--- config.mk ---
export PLATFORM = sky130hd
export DESIGN_NAME = melody_tone_sequencer_top
export DESIGN_NICKNAME = d
export VERILOG_FILES = /design/src/rtl/core/mts_pkg.sv /design/src/rtl/core/mts_front.sv /design/src/rtl/core/mts_back.sv /design/src/rtl/core/mts_out.sv /design/src/rtl/core/melody_tone_sequencer_top.sv
export SDC_FILE = /design/constraint.sdc
export NUM_CORES = 2
export LEC_CHECK = 0
export ABC_AREA = 1
export ABC_CLOCK_PERIOD_IN_PS = 8800
export BUFFER_PORTS_ARGS = -buffer_cell sky130_fd_sc_hd__buf_2
export CORE_ASPECT_RATIO = 1.75
export CORE_MARGIN = 8
export CORE_UTILIZATION = 35
export CTS_BUF_LIST = sky130_fd_sc_hd__clkbuf_4
export CTS_CLUSTER_DIAMETER = 150
export DETAILED_ROUTE_END_ITERATION = 6
export GPL_TIMING_DRIVEN = 0
export MAX_ROUTING_LAYER = met4
export PLACE_DENSITY = 0.61
export SLEW_MARGIN = 20
export SYNTH_ARGS = -nofsm -noshare
export SYNTH_HDL_FRONTEND = slang
export SYNTH_SLANG_ARGS = --single-unit
--- constraint.sdc ---
create_clock -name clk_i -period 8.8 [get_ports clk_i]
set_input_delay 1.32 -clock clk_i [delete_from_list [all_inputs] [get_ports clk_i]]
set_output_delay 1.32 -clock clk_i [all_outputs]
set_load 0.01 [all_outputs]
--- src/rtl/core/mts_pkg.sv ---
// Shared types, constants and lookup tables of the melody tone sequencer.
package mts_pkg;

  localparam int SongDepth = 64;
  localparam int SongIdxW  = $clog2(SongDepth);
  localparam int CmdDepth  = 4;
  localparam int CmdPtrW   = $clog2(CmdDepth);
  localparam int OutDepth  = 4;
  localparam int OutPtrW   = $clog2(OutDepth);
  localparam int TuneLen   = 43;

  localparam logic [1:0] CmdTick  = 2'd0;
  localparam logic [1:0] CmdByte  = 2'd1;
  localparam logic [1:0] CmdWrite = 2'd2;

  localparam logic [7:0] CharPLower = 8'h70;
  localparam logic [7:0] CharPUpper = 8'h50;

  localparam logic [1:0] CfgPwmLoad    = 2'd0;
  localparam logic [1:0] CfgNoteUnit   = 2'd1;
  localparam logic [1:0] CfgRestTicks  = 2'd2;
  localparam logic [1:0] CfgSongLength = 2'd3;

  localparam logic [15:0] PwmLoadReset    = 16'd399;
  localparam logic [15:0] NoteUnitReset   = 16'd800;
  localparam logic [15:0] RestTicksReset  = 16'd800;
  localparam logic [6:0]  SongLengthReset = 7'd43;

  localparam logic [1:0] LedOff   = 2'd0;
  localparam logic [1:0] LedRed   = 2'd1;
  localparam logic [1:0] LedGreen = 2'd2;
  localparam logic [1:0] LedBlue  = 2'd3;

  localparam logic [6:0] MaxKey = 7'd88;

  // ceil(2^24 / 15): exact floor division by 15 for any product below 2^20.
  localparam logic [20:0] Recip15 = 21'd1118482;

  typedef enum logic [1:0] {KindNop, KindTick, KindPause, KindWrite} kind_e;

  typedef struct packed {
    kind_e       kind;
    logic [5:0]  idx;
    logic [6:0]  key;
    logic [7:0]  units;
  } cmd_t;

  typedef struct packed {
    logic        tick;
    logic        half;
    logic [4:0]  sidx;
    logic [15:0] load;
    logic [1:0]  lamp;
    logic        pause;
    logic [5:0]  note;
  } res_t;

  typedef struct packed {
    logic        sample_valid;
    logic [15:0] pwm;
    logic [1:0]  lamp;
    logic        pause;
    logic [5:0]  note;
  } out_t;

  localparam logic [3:0] SineRom [32] = '{
    4'd8, 4'd10, 4'd11, 4'd13, 4'd14, 4'd15, 4'd15, 4'd15,
    4'd15, 4'd15, 4'd14, 4'd13, 4'd11, 4'd10, 4'd8, 4'd6,
    4'd5, 4'd3, 4'd2, 4'd1, 4'd1, 4'd1, 4'd1, 4'd1,
    4'd1, 4'd1, 4'd2, 4'd3, 4'd5, 4'd6, 4'd8, 4'd8
  };

  localparam logic [12:0] StepRom [89] = '{
    13'd0,
    13'd28, 13'd30, 13'd32, 13'd33, 13'd35, 13'd38, 13'd40, 13'd42,
    13'd45, 13'd47, 13'd50, 13'd53,
    13'd56, 13'd60, 13'd63, 13'd67, 13'd71, 13'd75, 13'd80, 13'd84,
    13'd89, 13'd95, 13'd100, 13'd106,
    13'd113, 13'd119, 13'd126, 13'd134, 13'd142, 13'd150, 13'd159, 13'd169,
    13'd179, 13'd189, 13'd201, 13'd213,
    13'd225, 13'd239, 13'd253, 13'd268, 13'd284, 13'd301, 13'd319, 13'd338,
    13'd358, 13'd379, 13'd401, 13'd425,
    13'd451, 13'd477, 13'd506, 13'd536, 13'd568, 13'd601, 13'd637, 13'd675,
    13'd715, 13'd758, 13'd803, 13'd851,
    13'd901, 13'd955, 13'd1011, 13'd1072, 13'd1135, 13'd1203, 13'd1274, 13'd1350,
    13'd1430, 13'd1515, 13'd1606, 13'd1701,
    13'd1802, 13'd1909, 13'd2023, 13'd2143, 13'd2271, 13'd2406, 13'd2549, 13'd2700,
    13'd2861, 13'd3031, 13'd3211, 13'd3402,
    13'd3604, 13'd3819, 13'd4046, 13'd4286
  };

  localparam logic [6:0] TuneKey [43] = '{
    7'd40, 7'd40, 7'd47, 7'd47, 7'd49, 7'd49, 7'd47,
    7'd45, 7'd45, 7'd44, 7'd44, 7'd42, 7'd42, 7'd40,
    7'd47, 7'd47, 7'd45, 7'd45, 7'd44, 7'd44, 7'd42,
    7'd47, 7'd47, 7'd45, 7'd45, 7'd44, 7'd44, 7'd42,
    7'd40, 7'd40, 7'd47, 7'd47, 7'd49, 7'd49, 7'd47,
    7'd45, 7'd45, 7'd44, 7'd44, 7'd42, 7'd42, 7'd40,
    7'd0
  };

  localparam logic [7:0] TuneUnits [43] = '{
    8'd5, 8'd5, 8'd5, 8'd5, 8'd5, 8'd5, 8'd10,
    8'd5, 8'd5, 8'd5, 8'd5, 8'd5, 8'd5, 8'd10,
    8'd5, 8'd5, 8'd5, 8'd5, 8'd5, 8'd5, 8'd10,
    8'd5, 8'd5, 8'd5, 8'd5, 8'd5, 8'd5, 8'd10,
    8'd5, 8'd5, 8'd5, 8'd5, 8'd5, 8'd5, 8'd10,
    8'd5, 8'd5, 8'd5, 8'd5, 8'd5, 8'd5, 8'd10,
    8'd0
  };

  function automatic logic [3:0] sine_of(input logic [4:0] idx);
    return SineRom[idx];
  endfunction

  // Keys above the top of the piano use the step of the top key.
  function automatic logic [12:0] step_of(input logic [6:0] key);
    logic [6:0] k;
    k = (key > MaxKey) ? MaxKey : key;
    return StepRom[k];
  endfunction

  function automatic logic [1:0] color_of(input logic [6:0] key);
    logic [1:0] c;
    unique case (key) inside
      7'd40, 7'd45: c = LedRed;
      7'd42, 7'd47: c = LedGreen;
      7'd44, 7'd49: c = LedBlue;
      default:      c = LedOff;
    endcase
    return c;
  endfunction

  // Song entry after reset: units in bits 14:7, key in bits 6:0.
  function automatic logic [14:0] tune_of(input logic [SongIdxW-1:0] a);
    logic [14:0] e;
    e = '0;
    if (a < SongIdxW'(TuneLen)) begin
      e = {TuneUnits[a], TuneKey[a]};
    end
    return e;
  endfunction

endpackage

--- src/rtl/core/mts_front.sv ---
// Input side: takes items, classifies the command and queues them for the back end.
module mts_front (
  input  logic           clk_i,
  input  logic           rst_ni,
  input  logic           push_i,
  output logic           full_o,
  input  logic [1:0]     command_i,
  input  logic [7:0]     rx_byte_i,
  input  logic [5:0]     entry_index_i,
  input  logic [6:0]     entry_key_i,
  input  logic [7:0]     entry_units_i,
  output logic           cq_valid_o,
  output mts_pkg::cmd_t  cq_item_o,
  input  logic           cq_pop_i
);
  import mts_pkg::*;

  cmd_t               item_in;
  cmd_t               queue_q [CmdDepth];
  logic [CmdPtrW-1:0] wr_ptr_q, wr_ptr_d;
  logic [CmdPtrW-1:0] rd_ptr_q, rd_ptr_d;
  logic [CmdPtrW:0]   cnt_q, cnt_d;
  logic               do_push;
  logic               do_pop;

  always_comb begin
    item_in.idx   = entry_index_i;
    item_in.key   = entry_key_i;
    item_in.units = entry_units_i;
    unique case (command_i)
      CmdTick:  item_in.kind = KindTick;
      CmdByte:  item_in.kind = (rx_byte_i == CharPLower || rx_byte_i == CharPUpper) ?
                               KindPause : KindNop;
      CmdWrite: item_in.kind = KindWrite;
      default:  item_in.kind = KindNop;
    endcase
  end

  assign full_o     = (cnt_q == (CmdPtrW+1)'(CmdDepth));
  assign cq_valid_o = (cnt_q != '0);
  assign cq_item_o  = queue_q[rd_ptr_q];
  assign do_push    = push_i && !full_o;
  assign do_pop     = cq_pop_i && cq_valid_o;

  always_comb begin
    wr_ptr_d = do_push ? wr_ptr_q + 1'b1 : wr_ptr_q;
    rd_ptr_d = do_pop ? rd_ptr_q + 1'b1 : rd_ptr_q;
    cnt_d    = cnt_q + (CmdPtrW+1)'(do_push) - (CmdPtrW+1)'(do_pop);
  end

  always_ff @(posedge clk_i or negedge rst_ni) begin
    if (!rst_ni) begin
      wr_ptr_q <= '0;
      rd_ptr_q <= '0;
      cnt_q    <= '0;
    end else begin
      wr_ptr_q <= wr_ptr_d;
      rd_ptr_q <= rd_ptr_d;
      cnt_q    <= cnt_d;
    end
  end

  always_ff @(posedge clk_i) begin
    if (do_push) begin
      queue_q[wr_ptr_q] <= item_in;
    end
  end

endmodule

--- src/rtl/core/mts_back.sv ---
// Back end: note sequencer, phase accumulator, song store and configuration registers.
module mts_back (
  input  logic           clk_i,
  input  logic           rst_ni,
  input  logic           cfg_we_i,
  input  logic [1:0]     cfg_index_i,
  input  logic [15:0]    cfg_wdata_i,
  input  logic           cq_valid_i,
  input  mts_pkg::cmd_t  cq_item_i,
  output logic           cq_pop_o,
  input  logic           out_ready_i,
  output logic           res_valid_o,
  output mts_pkg::res_t  res_o
);
  import mts_pkg::*;

  localparam logic [1:0] PhLoad = 2'd0;
  localparam logic [1:0] PhNote = 2'd1;
  localparam logic [1:0] PhRest = 2'd2;

  localparam logic SqRun  = 1'b0;
  localparam logic SqRead = 1'b1;

  // Why a song store read was issued.
  localparam logic [1:0] RdAdv   = 2'd0;
  localparam logic [1:0] RdLoad  = 2'd1;
  localparam logic [1:0] RdLoad0 = 2'd2;
  localparam logic [1:0] RdAdv2  = 2'd3;

  logic [15:0] load_q, note_unit_q, rest_q;
  logic [6:0]  play_len_q;

  logic        seq_q, seq_d;
  logic [1:0]  purpose_q, purpose_d;
  logic [1:0]  phase_q, phase_d;
  logic [12:0] acc_q, acc_d;
  logic [12:0] step_q, step_d;
  logic [5:0]  idx_q, idx_d;
  logic [23:0] tl_q, tl_d;
  logic        pause_q, pause_d;
  logic [1:0]  lamp_q, lamp_d;

  logic [14:0]         song_mem_q [SongDepth];
  logic [SongDepth-1:0] valid_q;
  logic [SongIdxW:0]   rd_addr_q, rd_addr_d;
  logic [14:0]         rd_data_q;
  logic                rd_valid_q;
  logic                rd_en;
  logic                mem_we;

  logic [14:0]         rd_entry;
  logic [6:0]          rd_key;
  logic [7:0]          rd_units;
  logic                rd_ok;
  logic [23:0]         note_len;
  logic [12:0]         rd_step;
  logic [SongIdxW:0]   idx_inc;
  logic [SongIdxW:0]   rd_inc;

  logic                emit;
  logic                res_valid_q;
  res_t                res_q, res_d;

  // Entries never written since reset read as the built-in tune.
  assign rd_entry = rd_valid_q ? rd_data_q : tune_of(rd_addr_q[SongIdxW-1:0]);
  assign rd_key   = rd_entry[6:0];
  assign rd_units = rd_entry[14:7];
  assign rd_ok    = !rd_addr_q[SongIdxW] && (rd_addr_q < play_len_q) && (rd_key != '0);
  assign note_len = 24'(rd_units) * 24'(note_unit_q);
  assign rd_step  = step_of(rd_key);
  assign idx_inc  = {1'b0, idx_q} + 1'b1;
  assign rd_inc   = rd_addr_q + 1'b1;

  always_comb begin
    seq_d     = seq_q;
    purpose_d = purpose_q;
    phase_d   = phase_q;
    acc_d     = acc_q;
    step_d    = step_q;
    idx_d     = idx_q;
    tl_d      = tl_q;
    pause_d   = pause_q;
    lamp_d    = lamp_q;
    rd_en     = 1'b0;
    rd_addr_d = rd_addr_q;
    mem_we    = 1'b0;
    cq_pop_o  = 1'b0;
    emit      = 1'b0;
    res_d     = res_q;
    res_d.tick = 1'b0;
    res_d.half = 1'b0;
    res_d.sidx = '0;
    res_d.load = load_q;

    unique case (seq_q)
      SqRun: begin
        if (cq_valid_i && out_ready_i) begin
          unique case (cq_item_i.kind)
            KindNop: begin
              cq_pop_o = 1'b1;
              emit     = 1'b1;
            end
            KindPause: begin
              pause_d  = !pause_q;
              cq_pop_o = 1'b1;
              emit     = 1'b1;
            end
            KindWrite: begin
              mem_we   = 1'b1;
              cq_pop_o = 1'b1;
              emit     = 1'b1;
            end
            KindTick: begin
              res_d.tick = 1'b1;
              if (pause_q) begin
                res_d.half = 1'b1;
                cq_pop_o   = 1'b1;
                emit       = 1'b1;
              end else if (phase_q == PhNote && tl_q != '0) begin
                res_d.sidx = acc_q[12:8];
                acc_d      = acc_q + step_q;
                tl_d       = tl_q - 1'b1;
                cq_pop_o   = 1'b1;
                emit       = 1'b1;
              end else if (phase_q == PhRest && tl_q != '0) begin
                res_d.half = 1'b1;
                tl_d       = tl_q - 1'b1;
                cq_pop_o   = 1'b1;
                emit       = 1'b1;
              end else if (phase_q == PhNote) begin
                // The note has ended: enter its rest.
                phase_d = PhRest;
                acc_d   = '0;
                lamp_d  = LedOff;
                if (rest_q != '0) begin
                  tl_d       = {8'b0, rest_q} - 24'd1;
                  res_d.half = 1'b1;
                  cq_pop_o   = 1'b1;
                  emit       = 1'b1;
                end else begin
                  tl_d      = '0;
                  rd_en     = 1'b1;
                  rd_addr_d = idx_inc;
                  purpose_d = RdAdv;
                  seq_d     = SqRead;
                end
              end else if (phase_q == PhRest) begin
                rd_en     = 1'b1;
                rd_addr_d = idx_inc;
                purpose_d = RdAdv;
                seq_d     = SqRead;
              end else begin
                rd_en     = 1'b1;
                rd_addr_d = {1'b0, idx_q};
                purpose_d = RdLoad;
                seq_d     = SqRead;
              end
            end
          endcase
        end
      end
      SqRead: begin
        res_d.tick = 1'b1;
        if (purpose_q == RdAdv2) begin
          // Second advance of the same tick: no further load in this tick.
          idx_d      = rd_ok ? rd_addr_q[SongIdxW-1:0] : '0;
          phase_d    = PhLoad;
          res_d.half = 1'b1;
          cq_pop_o   = 1'b1;
          emit       = 1'b1;
          seq_d      = SqRun;
        end else if (rd_ok) begin
          idx_d  = rd_addr_q[SongIdxW-1:0];
          step_d = rd_step;
          if (note_len != '0) begin
            phase_d  = PhNote;
            lamp_d   = color_of(rd_key);
            acc_d    = rd_step;
            tl_d     = note_len - 24'd1;
            cq_pop_o = 1'b1;
            emit     = 1'b1;
            seq_d    = SqRun;
          end else begin
            // A note of no length goes straight to its rest.
            phase_d = PhRest;
            acc_d   = '0;
            lamp_d  = LedOff;
            if (rest_q != '0) begin
              tl_d       = {8'b0, rest_q} - 24'd1;
              res_d.half = 1'b1;
              cq_pop_o   = 1'b1;
              emit       = 1'b1;
              seq_d      = SqRun;
            end else begin
              tl_d      = '0;
              rd_en     = 1'b1;
              rd_addr_d = rd_inc;
              purpose_d = RdAdv2;
            end
          end
        end else if (purpose_q == RdLoad0) begin
          // Not even the first entry is playable: stay idle.
          idx_d      = '0;
          phase_d    = PhLoad;
          res_d.half = 1'b1;
          cq_pop_o   = 1'b1;
          emit       = 1'b1;
          seq_d      = SqRun;
        end else begin
          idx_d     = '0;
          phase_d   = PhLoad;
          rd_en     = 1'b1;
          rd_addr_d = '0;
          purpose_d = RdLoad0;
        end
      end
    endcase

    res_d.lamp  = lamp_d;
    res_d.pause = pause_d;
    res_d.note  = idx_d;
  end

  assign res_valid_o = res_valid_q;
  assign res_o       = res_q;

  always_ff @(posedge clk_i or negedge rst_ni) begin
    if (!rst_ni) begin
      load_q      <= PwmLoadReset;
      note_unit_q <= NoteUnitReset;
      rest_q      <= RestTicksReset;
      play_len_q  <= SongLengthReset;
    end else if (cfg_we_i) begin
      unique case (cfg_index_i)
        CfgPwmLoad:    load_q      <= cfg_wdata_i;
        CfgNoteUnit:   note_unit_q <= cfg_wdata_i;
        CfgRestTicks:  rest_q      <= cfg_wdata_i;
        CfgSongLength: play_len_q  <= cfg_wdata_i[6:0];
        default:       ;
      endcase
    end
  end

  always_ff @(posedge clk_i or negedge rst_ni) begin
    if (!rst_ni) begin
      seq_q       <= SqRun;
      purpose_q   <= RdAdv;
      phase_q     <= PhLoad;
      acc_q       <= '0;
      step_q      <= '0;
      idx_q       <= '0;
      tl_q        <= '0;
      pause_q     <= 1'b0;
      lamp_q      <= LedOff;
      valid_q     <= '0;
      res_valid_q <= 1'b0;
    end else begin
      seq_q       <= seq_d;
      purpose_q   <= purpose_d;
      phase_q     <= phase_d;
      acc_q       <= acc_d;
      step_q      <= step_d;
      idx_q       <= idx_d;
      tl_q        <= tl_d;
      pause_q     <= pause_d;
      lamp_q      <= lamp_d;
      res_valid_q <= emit;
      if (mem_we) begin
        valid_q[cq_item_i.idx] <= 1'b1;
      end
    end
  end

  always_ff @(posedge clk_i) begin
    res_q <= res_d;
    if (mem_we) begin
      song_mem_q[cq_item_i.idx] <= {cq_item_i.units, cq_item_i.key};
    end
    if (rd_en) begin
      rd_addr_q  <= rd_addr_d;
      rd_data_q  <= song_mem_q[rd_addr_d[SongIdxW-1:0]];
      rd_valid_q <= valid_q[rd_addr_d[SongIdxW-1:0]];
    end
  end

endmodule

--- src/rtl/core/mts_out.sv ---
// Result side: PWM compare arithmetic in two stages and the result queue.
module mts_out (
  input  logic           clk_i,
  input  logic           rst_ni,
  input  logic           in_valid_i,
  input  mts_pkg::res_t  in_res_i,
  output logic           ready_o,
  output logic           empty_o,
  input  logic           pop_i,
  output mts_pkg::out_t  out_item_o
);
  import mts_pkg::*;

  logic               s1_valid_q;
  res_t               s1_res_q;
  logic [19:0]        s1_x_q;
  logic [19:0]        x_d;
  logic [40:0]        prod;
  logic [15:0]        quot;
  out_t               wr_item;

  out_t               fifo_q [OutDepth];
  logic [OutPtrW-1:0] wr_ptr_q;
  logic [OutPtrW-1:0] rd_ptr_q;
  logic [OutPtrW:0]   cnt_q, cnt_d;
  logic [OutPtrW+1:0] occ;
  logic               do_pop;

  assign x_d  = 20'(in_res_i.load) * 20'(sine_of(in_res_i.sidx));
  assign prod = 41'(s1_x_q) * 41'(Recip15);
  assign quot = prod[39:24];

  always_comb begin
    wr_item.sample_valid = s1_res_q.tick;
    wr_item.lamp         = s1_res_q.lamp;
    wr_item.pause        = s1_res_q.pause;
    wr_item.note         = s1_res_q.note;
    if (!s1_res_q.tick) begin
      wr_item.pwm = '0;
    end else if (s1_res_q.half) begin
      wr_item.pwm = {1'b0, s1_res_q.load[15:1]};
    end else begin
      wr_item.pwm = s1_res_q.load - quot;
    end
  end

  // Every item in flight already holds a queue slot, so a write never finds it full.
  assign occ     = (OutPtrW+2)'(cnt_q) + (OutPtrW+2)'(in_valid_i) + (OutPtrW+2)'(s1_valid_q);
  assign ready_o = (occ < (OutPtrW+2)'(OutDepth));

  assign empty_o    = (cnt_q == '0);
  assign out_item_o = fifo_q[rd_ptr_q];
  assign do_pop     = pop_i && !empty_o;
  assign cnt_d      = cnt_q + (OutPtrW+1)'(s1_valid_q) - (OutPtrW+1)'(do_pop);

  always_ff @(posedge clk_i or negedge rst_ni) begin
    if (!rst_ni) begin
      s1_valid_q <= 1'b0;
      wr_ptr_q   <= '0;
      rd_ptr_q   <= '0;
      cnt_q      <= '0;
    end else begin
      s1_valid_q <= in_valid_i;
      cnt_q      <= cnt_d;
      if (s1_valid_q) begin
        wr_ptr_q <= wr_ptr_q + 1'b1;
      end
      if (do_pop) begin
        rd_ptr_q <= rd_ptr_q + 1'b1;
      end
    end
  end

  always_ff @(posedge clk_i) begin
    s1_res_q <= in_res_i;
    s1_x_q   <= x_d;
    if (s1_valid_q) begin
      fifo_q[wr_ptr_q] <= wr_item;
    end
  end

endmodule

--- src/rtl/core/melody_tone_sequencer_top.sv ---
// Top level of the melody tone sequencer: front end, back end and result side.
//
// Channel   Dir  Handshake         Payload
// input     in   push / full       command_i, rx_byte_i, entry_index_i, entry_key_i,
//                                  entry_units_i
// result    out  empty / pop       sample_valid_o, pwm_compare_o, led_color_o,
//                                  is_paused_o, current_note_o
// config    in   cfg_we_i          cfg_index_i, cfg_wdata_i
//
// Most items need no song store read, so one item per cycle is sustained while the result queue has room.
// A tick that needs the song store (a rest that ends, a note that ends with no rest,
// or a load) holds the back end while it issues its registered song store reads.
// A result passes the back-end result register, the result side's first stage and the result queue.
// Reset restores the register defaults; unwritten song entries read as the built-in tune.
// The back end starts an item only when the four-entry result queue has a slot for it.
module melody_tone_sequencer_top (
  input  logic        clk_i,
  input  logic        rst_ni,
  input  logic        push,
  output logic        full,
  input  logic [1:0]  command_i,
  input  logic [7:0]  rx_byte_i,
  input  logic [5:0]  entry_index_i,
  input  logic [6:0]  entry_key_i,
  input  logic [7:0]  entry_units_i,
  output logic        empty,
  input  logic        pop,
  output logic        sample_valid_o,
  output logic [15:0] pwm_compare_o,
  output logic [1:0]  led_color_o,
  output logic        is_paused_o,
  output logic [5:0]  current_note_o,
  input  logic        cfg_we_i,
  input  logic [1:0]  cfg_index_i,
  input  logic [15:0] cfg_wdata_i
);
  import mts_pkg::*;

  logic  cq_valid;
  cmd_t  cq_item;
  logic  cq_pop;
  logic  res_valid;
  res_t  res;
  logic  out_ready;
  out_t  out_item;

  mts_front u_front (
    .clk_i         (clk_i),
    .rst_ni        (rst_ni),
    .push_i        (push),
    .full_o        (full),
    .command_i     (command_i),
    .rx_byte_i     (rx_byte_i),
    .entry_index_i (entry_index_i),
    .entry_key_i   (entry_key_i),
    .entry_units_i (entry_units_i),
    .cq_valid_o    (cq_valid),
    .cq_item_o     (cq_item),
    .cq_pop_i      (cq_pop)
  );

  mts_back u_back (
    .clk_i       (clk_i),
    .rst_ni      (rst_ni),
    .cfg_we_i    (cfg_we_i),
    .cfg_index_i (cfg_index_i),
    .cfg_wdata_i (cfg_wdata_i),
    .cq_valid_i  (cq_valid),
    .cq_item_i   (cq_item),
    .cq_pop_o    (cq_pop),
    .out_ready_i (out_ready),
    .res_valid_o (res_valid),
    .res_o       (res)
  );

  mts_out u_out (
    .clk_i      (clk_i),
    .rst_ni     (rst_ni),
    .in_valid_i (res_valid),
    .in_res_i   (res),
    .ready_o    (out_ready),
    .empty_o    (empty),
    .pop_i      (pop),
    .out_item_o (out_item)
  );

  assign sample_valid_o = out_item.sample_valid;
  assign pwm_compare_o  = out_item.pwm;
  assign led_color_o    = out_item.lamp;
  assign is_paused_o    = out_item.pause;
  assign current_note_o = out_item.note;

endmodule
==> metrics <==
outcome completed; GPL Wtd Cong 1.01; clock skew 0.208 ns; achievable frequency 117 MHz; largest cells by area after synthesis edfxtp_1 (47%), nand3_1 (8.0%), nand2_1 (6.7%); core footprint 216000 sq um; first-pass GRT wire length 386000 microns; number of buffers created by CTS 351; CP max stage cell fa_1; FFs w/ async S/R, synth 0.137; all-layer global routing usage 0.228; worst skew pair latency 1.30 ns; gr ovfl total 0; ANT nets after route 0; Clock Path Buffers 4; DRC 0; Area Growth Syn to Fin 16.1%; Hold WC Path Type in2reg; # rows 226; YS warnings 0; Worst setup EP type flop; CTS tree yes; max_cap viols 0; final worst-path cycle share 0.970; CTS clk-pin slew, worst paths 0.07 ns; DR pass1 iterations 7; worst hold slack 0.279 ns; largest area contributor in the netlist edfxtp_1; CP Class reg2reg; Mapped Area 76000 sq um; PortBufs 80; Clock Tree Root clkbuf_4; Worst EP arrival 9.62 ns; antenna violations before repair 13; Final min period 8.54 ns; worst slew pin tran 1.17 ns; most common library cells after synthesis nand2_1 (1351), inv_1 (1246), nand3_1 (1217); most common cell in the netlist nand2_1; clock sinks 1457; headroom to the max-slew limit 0.222; via count 59419; post-synthesis cell type count 64; Synth Register Bits 1457; share of layout cells above drive strength 1 0.145; die height 633 microns; CTS H-tree lvls 5; CP Buf/Inv Count 10; CP Data Required Time 9.88 ns; Post-synth EDFFs 1179; # setup viols final 0; detailed-route wire length per cell 23.0 microns; # nets final 8837; vias in the first global route 60938; Die Footprint 233000 sq um; cell with the most instances on the worst path nand3_1; critical-path maximum fanout 10; sequential-to-total area share from yosys stat 0.552; crit start category flop; Final Hold Viols 0; CP top delay family simple AND/OR/NAND/NOR gates; largest net degree at the start of global routing 85; # IOs 82; hpwl dp 201000 microns; initial core utilization 0.352; prevailing post-synth register cell edfxtp_1; Mean Syn Cell Area 9.73 sq um; Yosys top cell area share 0.466; Max Slew Vio Count 0; Die Wd 368 microns; number of DRC markers in iteration 0 4626; post-synthesis cell count 7817; drt total wl 264000 microns; Syn Nets 8293; fin cells 11495; CP max stage delay 0.57 ns; dpl cells 10839; vias per cell 5.17
-- worst paths after layout --
path / from / end / slack (ns) / depth (start not counted)
worst max-delay path: u_back.rd_addr_q[1]$_DFFE_PN_ / u_back.rd_data_q[4]$_DFFE_PN_ / 0.26 / 43
worst min-delay path: entry_key_i[3] / u_front.queue_q[0][11]$_DFFE_PP_ / 0.28 / 1
worst max register to register: u_back.rd_addr_q[1]$_DFFE_PN_ / u_back.rd_data_q[4]$_DFFE_PN_ / 0.26 / 43
worst min register to register: u_back.load_q[3]$_DFFE_PN1P_ / u_back.res_o[12]$_DFF_P_ / 0.30 / 0
max in group asynchronous: rst_ni / u_back.tl_q[9]$_DFFE_PN0P_ / 7.25 / 3
min in group asynchronous: rst_ni / u_back.valid_q[36]$_DFFE_PN0P_ / 0.54 / 2
-- worst register-to-register path: cells and delay by family (launching register included) --
family | cells | cell delay [ns]
simple gates | 23 | 2.90
fa+ha+maj | 6 | 2.62
buf+inv | 10 | 1.46
compound gates | 4 | 0.88
flops | 1 | 0.53
-- cells in the final DEF (no fill, tap or decap), types with 22 or more instances in the layout --
cell / instances
inv_1: 1236
clkinv_1: 82
nand3b_1: 332
nor3_1: 31
o21ai_0: 335
nand3_4: 23
clkbuf_1: 127
buf_16: 46
nor2_2: 79
buf_2: 168
buf_6: 52
xor2_1: 60
dfrtp_1: 183
nand3_2: 63
nand2_1: 1343
o211ai_1: 28
xnor2_1: 32
clkinv_2: 22
nand3_1: 1133
edfxtp_1: 1179
nand4_1: 32
a21oi_1: 162
ha_1: 267
buf_4: 91
fa_1: 150
dfxtp_1: 79
clkbuf_4: 529
o22ai_1: 39
nor2_1: 404
-- state kept, by name, indices dropped and copies added, names as in the netlist, 6 cells and up --
register	flops
u_out.s1_x_q	20
u_out.s1_res_q	27
u_back.res_o	32
u_back.rd_data_q	15
u_back.rest_q	16
u_back.load_q	16
u_back.song_mem_q	960
u_back.acc_q	13
u_back.step_q	13
u_back.rd_addr_q	7
u_back.tl_q	24
u_back.note_unit_q	16
u_back.idx_q	6
u_front.queue_q	92
u_out.fifo_q	104
u_back.valid_q	64
u_back.play_len_q	7
-- per-layer routing --
| metal | share of wire | GRT usage | vias up |
|---|---|---|---|
| met5 | 0 | - | - |
| met4 | 0.11 | 0.192 | 0 |
| met3 | 0.056 | 0.0417 | 1008 |
| met2 | 0.52 | 0.413 | 2422 |
| met1 | 0.31 | 0.203 | 28531 |
| li1 | - | - | 27458 |
-- cell families after synthesis --
group | Yosys count | share of synthesized area
and+or+nand+nor | 3486 | 0.212
buffers and inverters | 1639 | 0.0865
DFF | 1457 | 0.552
AOI/OAI and AO/OA | 718 | 0.0540
adders and majority gates | 422 | 0.0843
xor gates and xnor gates | 95 | 0.0110
-- stage by stage --
stage | area (sq um) | util | setup WS, ns | TNS (ns)
6_report | 88300 | 0.408 | 0.264 | 0
5_1_grt | 88300 | 0.408 | -0.0796 | -0.291
4_1_cts | 87400 | 0.404 | -0.0315 | -0.0587
3_5_place_dp | 82300 | 0.380 | -1.35 | -27.41
3_3_place_gp | 80000 | 0.370 | -1.48 | -39.01
2_1_floorplan | 76000 | - | 1.55 | 0
-- layout make-up --
type	count	area, sq um
Fill cell	21119	128000
Inverter	1260	4740
Sequential cell	1457	42000
Clock buffer	497	3730
Tap cell	2850	3570
Antenna cell	15	37.5
Clock inverter	125	783
Timing Repair Buffer	194	2470
Multi-Input combinational cell	4721	28700
Buffer	376	2280
-- what timing repair did --
item	CTS	global route
resized for setup	130	195
pin swaps	2	14
gates cloned	0	1
hold endpoints to repair	19	0
hold buffers	1	0
buffers inserted	13	7
endpoints found under the setup margin	68	23
Power is not shown: default switching activity piles up to over one toggle a cycle in this logic, so the estimate is an artifact.
